## config.mk

```make
export PLATFORM = sky130hd
export DESIGN_NAME = fixed_length_code_table_decoder
export DESIGN_NICKNAME = d
export VERILOG_FILES = /design/src/fltd_pkg.sv /design/src/fltd_front.sv /design/src/fltd_back.sv /design/src/fltd_out.sv /design/src/fixed_length_code_table_decoder.sv
export SDC_FILE = /design/constraint.sdc
export NUM_CORES = 2
export LEC_CHECK = 0
export ABC_AREA = 0
export BUFFER_PORTS_ARGS = -buffer_cell sky130_fd_sc_hd__clkbuf_2
export CORE_MARGIN = 2
export CORE_UTILIZATION = 45
export CTS_BUF_LIST = sky130_fd_sc_hd__clkbuf_16
export CTS_CLUSTER_SIZE = 12
export DETAILED_ROUTE_END_ITERATION = 8
export PLACE_DENSITY = 0.62
export SLEW_MARGIN = 10
export SYNTH_ARGS = -nofsm -noshare
export SYNTH_HDL_FRONTEND = slang
export SYNTH_MEMORY_MAX_BITS = 65536
export SYNTH_SLANG_ARGS = --single-unit
```

## constraint.sdc

```tcl
create_clock -name clk -period 6 [get_ports clk]
set_input_delay 1.2 -clock clk [delete_from_list [all_inputs] [get_ports clk]]
set_output_delay 1.2 -clock clk [all_outputs]
set_load 0.005 [all_outputs]
```

## src/fltd_pkg.sv

```systemverilog
`timescale 1ns / 1ps
// ----------------------------------------------------------------------------
// fltd_pkg
// Shared types and constants of the fixed-length code table decoder.
// ----------------------------------------------------------------------------
package fltd_pkg;

	localparam int CODE_BITS_DEF    = 7;
	localparam int SYMBOL_BYTES_DEF = 4;
	localparam int MAX_RESULTS      = 8;
	localparam int RES_CNT_W        = 4;
	localparam int END_CODE_W       = 7;
	localparam logic [END_CODE_W-1:0] END_CODE_RESET = 7'h7F;

	localparam int QUEUE_DEPTH = 2;
	localparam int QPTR_W      = 1;
	localparam int QCNT_W      = 2;

	localparam logic [1:0] OP_WRITE = 2'd0;
	localparam logic [1:0] OP_BYTE  = 2'd1;
	localparam logic [1:0] OP_END   = 2'd2;

	typedef enum logic [1:0] {
		K_WRITE = 2'd0,
		K_BYTE  = 2'd1,
		K_END   = 2'd2
	} kind_t;

	typedef enum logic [1:0] {
		ST_DATA  = 2'd0,
		ST_END   = 2'd1,
		ST_NOEND = 2'd2
	} status_t;

	typedef struct packed {
		kind_t       kind;
		logic [6:0]  entry_index;
		logic [7:0]  entry_byte0;
		logic [7:0]  entry_byte1;
		logic [7:0]  entry_byte2;
		logic [7:0]  entry_byte3;
		logic [2:0]  entry_length;
		logic [7:0]  in_byte;
	} cmd_t;

	typedef struct packed {
		logic        push;
		logic        close;
		logic [7:0]  data;
		status_t     status;
	} res_ctl_t;

endpackage

```

## src/fltd_front.sv

```systemverilog
`timescale 1ns / 1ps
// ----------------------------------------------------------------------------
// fltd_front
// Accepts input words, drops unused operations and queues the rest.
// ----------------------------------------------------------------------------
module fltd_front (
	input  logic              clk,
	input  logic              arst_n,
	input  logic              in_valid,
	output logic              in_ready,
	input  logic [1:0]        operation,
	input  logic [6:0]        entry_index,
	input  logic [7:0]        entry_byte0,
	input  logic [7:0]        entry_byte1,
	input  logic [7:0]        entry_byte2,
	input  logic [7:0]        entry_byte3,
	input  logic [2:0]        entry_length,
	input  logic [7:0]        in_byte,
	input  logic              run,
	output logic              q_valid,
	output fltd_pkg::cmd_t    q_cmd,
	input  logic              q_pop
);
	import fltd_pkg::*;

	cmd_t              slot_q [QUEUE_DEPTH];
	logic [QPTR_W-1:0] wr_q;
	logic [QPTR_W-1:0] rd_q;
	logic [QCNT_W-1:0] cnt_q;
	logic              push;
	cmd_t              cmd_in;

	assign in_ready = run && (cnt_q != QCNT_W'(QUEUE_DEPTH));

	always_comb begin
		cmd_in.kind         = K_WRITE;
		cmd_in.entry_index  = entry_index;
		cmd_in.entry_byte0  = entry_byte0;
		cmd_in.entry_byte1  = entry_byte1;
		cmd_in.entry_byte2  = entry_byte2;
		cmd_in.entry_byte3  = entry_byte3;
		cmd_in.entry_length = entry_length;
		cmd_in.in_byte      = in_byte;
		push                = in_valid && in_ready;
		unique case (operation)
			OP_WRITE: cmd_in.kind = K_WRITE;
			OP_BYTE:  cmd_in.kind = K_BYTE;
			OP_END:   cmd_in.kind = K_END;
			default:  push = 1'b0;
		endcase
	end

	always_ff @(posedge clk) begin
		if (push) begin
			slot_q[wr_q] <= cmd_in;
		end
	end

	always_ff @(posedge clk or negedge arst_n) begin
		if (!arst_n) begin
			wr_q  <= '0;
			rd_q  <= '0;
			cnt_q <= '0;
		end else begin
			if (push) begin
				wr_q <= wr_q + QPTR_W'(1);
			end
			if (q_pop) begin
				rd_q <= rd_q + QPTR_W'(1);
			end
			cnt_q <= cnt_q + QCNT_W'(push) - QCNT_W'(q_pop);
		end
	end

	assign q_valid = (cnt_q != '0);
	assign q_cmd   = slot_q[rd_q];

endmodule

```

## src/fltd_back.sv

```systemverilog
`timescale 1ns / 1ps
// ----------------------------------------------------------------------------
// fltd_back
// Holds the symbol table and the bit buffer and turns queued words into
// results, one symbol byte per cycle while the output stage can take it.
// ----------------------------------------------------------------------------
module fltd_back #(
	parameter int CODE_BITS    = fltd_pkg::CODE_BITS_DEF,
	parameter int SYMBOL_BYTES = fltd_pkg::SYMBOL_BYTES_DEF
) (
	input  logic                            clk,
	input  logic                            arst_n,
	input  logic [fltd_pkg::END_CODE_W-1:0] end_code,
	input  logic                            q_valid,
	input  fltd_pkg::cmd_t                  q_cmd,
	output logic                            q_pop,
	output logic                            run,
	input  logic                            res_ok,
	output fltd_pkg::res_ctl_t              res_ctl
);
	import fltd_pkg::*;

	localparam int DEPTH = 1 << CODE_BITS;
	localparam int SW    = CODE_BITS + 7;
	localparam int CNW   = $clog2(CODE_BITS + 8);
	localparam int KW    = $clog2(SYMBOL_BYTES + 1);
	localparam int SYMW  = SYMBOL_BYTES * 8;
	localparam int MW    = KW + SYMW;
	localparam int CW    = (CODE_BITS > END_CODE_W) ? CODE_BITS : END_CODE_W;

	typedef enum logic [5:0] {
		S_CLEAR   = 6'b000001,
		S_IDLE    = 6'b000010,
		S_EXTRACT = 6'b000100,
		S_EMIT    = 6'b001000,
		S_ENDRES  = 6'b010000,
		S_CLOSE   = 6'b100000
	} state_t;

	state_t                 st_q, st_d;
	logic [CODE_BITS-1:0]   clr_q, clr_d;
	logic [SW-1:0]          store_q, store_d;
	logic [CNW-1:0]         cnt_q, cnt_d;
	logic                   done_q, done_d;
	logic [RES_CNT_W-1:0]   n_q, n_d;
	logic [KW-1:0]          k_q, k_d;

	logic [MW-1:0]          mem [DEPTH];
	logic [MW-1:0]          rd_q;
	logic                   we;
	logic [CODE_BITS-1:0]   waddr;
	logic [MW-1:0]          wdata;
	logic                   re;

	logic [CODE_BITS-1:0]   cmd_idx;
	logic [KW-1:0]          cmd_len;
	logic [SYMW-1:0]        cmd_sym;
	logic [CNW-1:0]         rem;
	logic [CODE_BITS-1:0]   code;
	logic                   code_is_end;
	logic [SW-1:0]          keep_mask;
	logic [KW-1:0]          len_rd;
	logic [SYMW-1:0]        sym_rd;
	logic [7:0]             byte_k;
	logic                   full;

	always_comb begin
		cmd_idx = CODE_BITS'(q_cmd.entry_index);
		cmd_sym = SYMW'({q_cmd.entry_byte3, q_cmd.entry_byte2,
			q_cmd.entry_byte1, q_cmd.entry_byte0});
		if (int'(q_cmd.entry_length) > SYMBOL_BYTES) begin
			cmd_len = KW'(SYMBOL_BYTES);
		end else begin
			cmd_len = KW'(q_cmd.entry_length);
		end
	end

	assign rem         = cnt_q - CNW'(CODE_BITS);
	assign code        = CODE_BITS'(store_q >> rem);
	assign code_is_end = (CW'(code) == CW'(end_code));
	assign keep_mask   = ~({SW{1'b1}} << rem);
	assign len_rd      = rd_q[MW-1:SYMW];
	assign sym_rd      = rd_q[SYMW-1:0];
	assign byte_k      = 8'(sym_rd >> {k_q, 3'b000});
	assign full        = (n_q >= RES_CNT_W'(MAX_RESULTS));
	assign run         = (st_q != S_CLEAR);

	always_comb begin
		st_d           = st_q;
		clr_d          = clr_q;
		store_d        = store_q;
		cnt_d          = cnt_q;
		done_d         = done_q;
		n_d            = n_q;
		k_d            = k_q;
		q_pop          = 1'b0;
		we             = 1'b0;
		waddr          = cmd_idx;
		wdata          = {cmd_len, cmd_sym};
		re             = 1'b0;
		res_ctl.push   = 1'b0;
		res_ctl.close  = 1'b0;
		res_ctl.data   = '0;
		res_ctl.status = ST_DATA;
		unique case (st_q)
			S_CLEAR: begin
				we    = 1'b1;
				waddr = clr_q;
				wdata = '0;
				clr_d = clr_q + CODE_BITS'(1);
				if (&clr_q) begin
					st_d = S_IDLE;
				end
			end
			S_IDLE: begin
				if (q_valid) begin
					q_pop = 1'b1;
					unique case (q_cmd.kind)
						K_WRITE: we = 1'b1;
						K_BYTE: begin
							if (!done_q) begin
								store_d = SW'({store_q, q_cmd.in_byte});
								cnt_d   = cnt_q + CNW'(8);
								n_d     = '0;
								st_d    = S_EXTRACT;
							end
						end
						K_END: begin
							store_d = '0;
							cnt_d   = '0;
							done_d  = 1'b0;
							if (!done_q) begin
								st_d = S_ENDRES;
							end
						end
						default: ;
					endcase
				end
			end
			S_EXTRACT: begin
				if (cnt_q >= CNW'(CODE_BITS)) begin
					if (code_is_end) begin
						if (full || res_ok) begin
							if (!full) begin
								res_ctl.push   = 1'b1;
								res_ctl.status = ST_END;
								n_d            = n_q + RES_CNT_W'(1);
							end
							done_d  = 1'b1;
							store_d = '0;
							cnt_d   = '0;
							st_d    = S_CLOSE;
						end
					end else begin
						re      = 1'b1;
						cnt_d   = rem;
						store_d = store_q & keep_mask;
						k_d     = '0;
						st_d    = S_EMIT;
					end
				end else begin
					st_d = S_CLOSE;
				end
			end
			S_EMIT: begin
				if (k_q < len_rd) begin
					if (full) begin
						k_d = k_q + KW'(1);
					end else if (res_ok) begin
						res_ctl.push = 1'b1;
						res_ctl.data = byte_k;
						n_d          = n_q + RES_CNT_W'(1);
						k_d          = k_q + KW'(1);
					end
				end else begin
					st_d = S_EXTRACT;
				end
			end
			S_ENDRES: begin
				if (res_ok) begin
					res_ctl.push   = 1'b1;
					res_ctl.status = ST_NOEND;
					st_d           = S_CLOSE;
				end
			end
			S_CLOSE: begin
				if (res_ok) begin
					res_ctl.close = 1'b1;
					st_d          = S_IDLE;
				end
			end
			default: st_d = S_IDLE;
		endcase
	end

	always_ff @(posedge clk) begin
		if (we) begin
			mem[waddr] <= wdata;
		end
		if (re) begin
			rd_q <= mem[code];
		end
	end

	always_ff @(posedge clk or negedge arst_n) begin
		if (!arst_n) begin
			st_q    <= S_CLEAR;
			clr_q   <= '0;
			store_q <= '0;
			cnt_q   <= '0;
			done_q  <= 1'b0;
			n_q     <= '0;
			k_q     <= '0;
		end else begin
			st_q    <= st_d;
			clr_q   <= clr_d;
			store_q <= store_d;
			cnt_q   <= cnt_d;
			done_q  <= done_d;
			n_q     <= n_d;
			k_q     <= k_d;
		end
	end

`ifndef NO_ASSERTIONS
	a_push_ok: assert property (@(posedge clk) disable iff (!arst_n)
		res_ctl.push |-> res_ok)
		else $error("result pushed while the output stage cannot take it");

	a_push_close: assert property (@(posedge clk) disable iff (!arst_n)
		!(res_ctl.push && res_ctl.close))
		else $error("result push and word close in the same cycle");

	a_done_empty: assert property (@(posedge clk) disable iff (!arst_n)
		done_q |-> (cnt_q == '0))
		else $error("bits held after the end code was seen");

	a_result_cap: assert property (@(posedge clk) disable iff (!arst_n)
		n_q <= RES_CNT_W'(MAX_RESULTS))
		else $error("result count per word above its limit");
`endif

endmodule

```

## src/fltd_out.sv

```systemverilog
`timescale 1ns / 1ps
// ----------------------------------------------------------------------------
// fltd_out
// Holds back the newest result until the next one or the close of its word
// arrives, so that the last flag is known, then drives the output register.
// ----------------------------------------------------------------------------
module fltd_out (
	input  logic               clk,
	input  logic               arst_n,
	input  fltd_pkg::res_ctl_t res_ctl,
	output logic               res_ok,
	output logic               out_valid,
	input  logic               out_ready,
	output logic [7:0]         out_byte,
	output logic [1:0]         status,
	output logic               last
);
	import fltd_pkg::*;

	logic       hold_v_q;
	logic [7:0] hold_data_q;
	status_t    hold_status_q;
	logic       out_v_q;
	logic [7:0] out_data_q;
	status_t    out_status_q;
	logic       out_last_q;
	logic       out_free;
	logic       move;

	assign out_free = !out_v_q || out_ready;
	assign res_ok   = !hold_v_q || out_free;
	assign move     = hold_v_q && (res_ctl.push || res_ctl.close);

	always_ff @(posedge clk) begin
		if (res_ctl.push) begin
			hold_data_q   <= res_ctl.data;
			hold_status_q <= res_ctl.status;
		end
		if (move) begin
			out_data_q   <= hold_data_q;
			out_status_q <= hold_status_q;
			out_last_q   <= res_ctl.close;
		end
	end

	always_ff @(posedge clk or negedge arst_n) begin
		if (!arst_n) begin
			hold_v_q <= 1'b0;
			out_v_q  <= 1'b0;
		end else begin
			if (move) begin
				out_v_q <= 1'b1;
			end else if (out_ready) begin
				out_v_q <= 1'b0;
			end
			if (res_ctl.push) begin
				hold_v_q <= 1'b1;
			end else if (res_ctl.close) begin
				hold_v_q <= 1'b0;
			end
		end
	end

	assign out_valid = out_v_q;
	assign out_byte  = out_data_q;
	assign status    = out_status_q;
	assign last      = out_last_q;

endmodule

```

## src/fixed_length_code_table_decoder.sv

```systemverilog
`timescale 1ns / 1ps
// ----------------------------------------------------------------------------
// fixed_length_code_table_decoder
// Decodes a byte stream of packed fixed-length codes through a symbol table
// that is loaded by input words.
// ----------------------------------------------------------------------------
//  channel  handshake              payload
//  in       in_valid / in_ready    operation, entry_*, in_byte
//  out      out_valid / out_ready  out_byte, status, last
//  cfg      cfg_valid / cfg_ready  end_code
//
//  After reset the table is cleared entry by entry; in_ready is low meanwhile,
//  configuration words are taken at any time. A stream byte is added to the
//  bit buffer; each whole code in it is then looked up and its symbol bytes are
//  sent one by one. After the end code, stream bytes are dropped until an end
//  of input. Output stalls hold the decoder.
//  A two-word queue lets input words enter while results wait on the output.
// ----------------------------------------------------------------------------
module fixed_length_code_table_decoder #(
	parameter int CODE_BITS    = fltd_pkg::CODE_BITS_DEF,
	parameter int SYMBOL_BYTES = fltd_pkg::SYMBOL_BYTES_DEF
) (
	input  logic                            clk,
	input  logic                            arst_n,
	input  logic                            in_valid,
	output logic                            in_ready,
	input  logic [1:0]                      operation,
	input  logic [6:0]                      entry_index,
	input  logic [7:0]                      entry_byte0,
	input  logic [7:0]                      entry_byte1,
	input  logic [7:0]                      entry_byte2,
	input  logic [7:0]                      entry_byte3,
	input  logic [2:0]                      entry_length,
	input  logic [7:0]                      in_byte,
	output logic                            out_valid,
	input  logic                            out_ready,
	output logic [7:0]                      out_byte,
	output logic [1:0]                      status,
	output logic                            last,
	input  logic                            cfg_valid,
	output logic                            cfg_ready,
	input  logic [fltd_pkg::END_CODE_W-1:0] end_code
);
	import fltd_pkg::*;

	logic [END_CODE_W-1:0] end_code_q;
	logic                  q_valid;
	cmd_t                  q_cmd;
	logic                  q_pop;
	logic                  run;
	logic                  res_ok;
	res_ctl_t              res_ctl;

	assign cfg_ready = 1'b1;

	always_ff @(posedge clk or negedge arst_n) begin
		if (!arst_n) begin
			end_code_q <= END_CODE_RESET;
		end else if (cfg_valid && cfg_ready) begin
			end_code_q <= end_code;
		end
	end

	fltd_front u_front (
		.clk          (clk),
		.arst_n       (arst_n),
		.in_valid     (in_valid),
		.in_ready     (in_ready),
		.operation    (operation),
		.entry_index  (entry_index),
		.entry_byte0  (entry_byte0),
		.entry_byte1  (entry_byte1),
		.entry_byte2  (entry_byte2),
		.entry_byte3  (entry_byte3),
		.entry_length (entry_length),
		.in_byte      (in_byte),
		.run          (run),
		.q_valid      (q_valid),
		.q_cmd        (q_cmd),
		.q_pop        (q_pop)
	);

	fltd_back #(
		.CODE_BITS    (CODE_BITS),
		.SYMBOL_BYTES (SYMBOL_BYTES)
	) u_back (
		.clk      (clk),
		.arst_n   (arst_n),
		.end_code (end_code_q),
		.q_valid  (q_valid),
		.q_cmd    (q_cmd),
		.q_pop    (q_pop),
		.run      (run),
		.res_ok   (res_ok),
		.res_ctl  (res_ctl)
	);

	fltd_out u_out (
		.clk       (clk),
		.arst_n    (arst_n),
		.res_ctl   (res_ctl),
		.res_ok    (res_ok),
		.out_valid (out_valid),
		.out_ready (out_ready),
		.out_byte  (out_byte),
		.status    (status),
		.last      (last)
	);

endmodule
```

==> flow_summary.toml <==
[outcome]
outcome = "completed"

[grt]
met2_usage_pct = 42.5
grt_overflow_total = 0
grt_use_met1_pct = 36.4
grt_max_degree = 175
grt_antenna_before_repair = 40
busiest_layer = "met2"
met3_usage_pct = 4.96
grt_pass1_vias = 110000
grt_pass1_wl_mm = 814
track_usage_pct = 26.6

[worst_setup_path]
worstPathMaxFanout = 23
worstSetupPathType = "reg2reg"
reg2regPathDepth = 13
critPathLaunchType = "flop"
r2r_setup_slack_ns = 0.06
cp_data_required_time_ns = 6.74
reg2reg_from = "u_back.cnt_q[0]"
endpoint_kind = "flop"
critPathArrivalTime_ns = 6.68
reg2reg_to = "u_back.rd_q[23]"

[hold_path]
min_from = "entry_byte2[3]"
worstHoldPathCells = 1
whs_endpoint = "u_front.slot_q[1][22]"
hp-class = "in2reg"

[synth]
postSynthCellCount = 11900
ys_top_cells_by_area = "edfxtp_1 74%, mux2i_1 5.0%, a211oi_1 3.6%, nand3_1 2.3%, nand2_1 1.8%"
ys_ff_latch = 4692
ys_warn_count = 0
synth_top_cell_area_share_pct = 74.4
ys_seq_area_share_pct = 75.1
synth_area_sq_mm = 0.187
synth_cell_types = 84
syn_nets = 12000
synth_top_flop_cell = "edfxtp_1"
synth_top_cell_by_area = "edfxtp_1"
synth-edff-count = 4640
syn_avg_cell_area_sq_um = 15.7
synthArstFlopShare_pct = 1.11

[drt]
drt_iter0_markers = 17600
wire_per_inst_microns = 32.3
route.detailed.drc = 0
drtPass1Iterations = 6
vias_per_cell = 6.39
vias = 115000
routed_wl_mm = 580
antenna_left = 0

[placement]
dpl.hpwl_mm = 332
dp_cells = 17200
place.gp.congestion = 0.890
io_buffers = 76
placed_area_sq_mm = 0.199

[cells_and_area]
synthToLayoutAreaGrowth_pct = 13.7
drive_above_1_share_pct = 13.9
instances_no_fill = 18000
fin_area_sq_mm = 0.213
fin_nets = 12300

[floorplanning]
dieArea_sq_mm = 0.421
pin_count = 78
rows = 236
die_h_microns = 649
start_util_pct = 45.3
die_w_microns = 649
coreArea_sq_mm = 0.414

[pwr]
p_total_w = 0.121
power_density_mw_per_mm2 = 568
vdd_drop_max_uv = 827
p_leak_nw = 67.6

[clock_tree]
cts_buffers = 467
cts_tree = "built"
clkSinkCount = 4692
path_clk_slew_ns = 0.06
htree_num_levels = 5
root_buffer = "clkbuf_16"
hold_buffers = 0
worstSkewPairLatency_ns = 1.05
cts_buffer_depth = 4

[timing]
hold_viol = 0
relSlewSlack_pct = 11.5
fmax_mhz = 168
setup_tns_ns = 0
drv_slew = 0
tightest_slew_ns = 1.33
rsz0062_at_grt = "no"
timing.final.crit_share_pct = 98.9
finClkSkew_ns = 0.101
period_needed_ns = 5.94
setup_viol = 0

[flow_run]
drv_cap = 0
-- synthesized netlist by cell type, drive strengths merged, types with 40 or more instances --
library cell and instances:
edfxtp 4640, a211oi 948, mux2i 931, nand2 914
nand3 850, clkbuf 660, o21ai 578, and3 324
o22a 281, buf 280, a31oi 248, nor2 215
mux2 157, a32oi 141, nor4 109, o311ai 73
a2111oi 70, a21oi 57, dfrtp 44, nand4 40
-- flip-flops by register name, indices dropped and copies added, names as in the netlist, 7 cells and up --
name               count
u_back.clr_q           7
u_out.out_byte         8
u_back.mem          4480
u_front.slot_q       104
u_back.rd_q           35
u_back.store_q        14
u_out.hold_data_q      8
end_code_q             7
-- report_power, final --
| part | internal, W | leakage, nW | switching [W] |
|---|---|---|---|
| Combinational | 0.0163 | 18.1 | 0.0376 |
| Sequential | 0.0403 | 42.4 | 0.000298 |
| Clock | 0.0144 | 7.08 | 0.0121 |
-- placed cells by master (no fill, tap or decap), types with 59 or more instances in the layout --
cell,Yosys,routed
a211oi_1,895,894
a32oi_1,141,141
buf_4,22,550
clkinv_1,0,87
inv_1,22,147
nand3_1,849,848
edfxtp_1,4640,4640
nand2_1,910,896
buf_12,0,151
a2111oi_0,70,59
nor2_4,0,170
o21ai_0,575,575
mux2i_1,931,931
a31oi_1,248,248
o22a_1,281,281
and3_1,324,324
clkbuf_16,0,468
nor4_1,109,97
clkbuf_2,0,75
mux2_2,79,79
mux2_1,77,77
-- worst max-delay path by stage --
stage                     depth (start not counted)                 to             from  slack, ns
after floorplan                                   5  u_back.mem[0][10]     u_front.rd_q       0.46
after global placement                           13    u_back.rd_q[20]  u_back.cnt_q[0]      -1.96
after detailed placement                         16    u_back.rd_q[28]  u_back.cnt_q[0]      -0.17
after CTS                                        14     u_back.rd_q[0]  u_back.cnt_q[0]      0.006
after global routing                             14  u_out.out_byte[3]  u_back.cnt_q[0]      0.003
final                                            13    u_back.rd_q[23]  u_back.cnt_q[0]       0.06
-- metal layers --
| metal | vias up | part of all wire (%) |
|---|---|---|
| met3 | 930 | 10 |
| met1 | 59100 | 39 |
| met5 | - | 0.014 |
| met2 | 6660 | 47 |
| li1 | 48200 | - |
| met4 | 12 | 4.3 |
-- critical path, stage by stage (launching register included) --
cell and delay (ns):
dfrtp_1 0.47, inv_2 0.15, ha_1 0.63, mux4_2 0.56
mux2_4 0.31, nand2_4 0.34, and2_4 0.55, nor2_4 0.16
buf_4 0.28, a2111oi_0 0.98, a31oi_1 0.52, nor4_1 0.36
buf_4 0.18, nand3_1 0.09
-- kinds of logic (layout without fill, tap and decap cells) --
family                   Yosys count  in the layout  share of synthesized area (%)
other                              1             11                        0.00200
flip-flops                      4692           4692                           75.1
XOR/XNOR                          21             21                          0.112
buffers and inverters            963           1558                           2.19
multiplexers                    1104           1104                           6.12
AO/OA/AOI/OAI                   2554           2554                           9.86
adder cells (fa/ha/maj)           12             12                         0.0802
AND/OR/NAND/NOR                 2552           2552                           6.52
-- area by class of cell --
cell class                      instances  area [sq um]
Timing Repair Buffer                  779          7550
Clock buffer                          468         11700
Inverter                               23          86.3
Clock inverter                        288          1810
Sequential cell                      4692        141000
Multi-Input combinational cell       6244         44200
Tap cell                             5474          6850
Antenna cell                           10          25.0
Fill cell                           33100        201000
-- metrics by stage --
| stage | setup WS, ns | utilization [%] | hold WS (ns) |
|---|---|---|---|
| 6_report | 0.0636 | 51.5 | 0.367 |
| 5_1_grt | 0.00287 | 51.5 | 0.330 |
| 4_1_cts | 0.00550 | 51.4 | 0.301 |
| 3_5_place_dp | -0.171 | 48.2 | 0.407 |
| 3_3_place_gp | -1.96 | 48.1 | 0.413 |
| 2_1_floorplan | 0.460 | - | 0.400 |
-- what timing repair did --
action	CTS	global route
setup buffers	0	5
endpoints found under the setup margin	7	16
cloned	0	0
gates resized for setup	7	10
pin swaps	0	2
No activity file was read; power rests on OpenSTA's default activity.
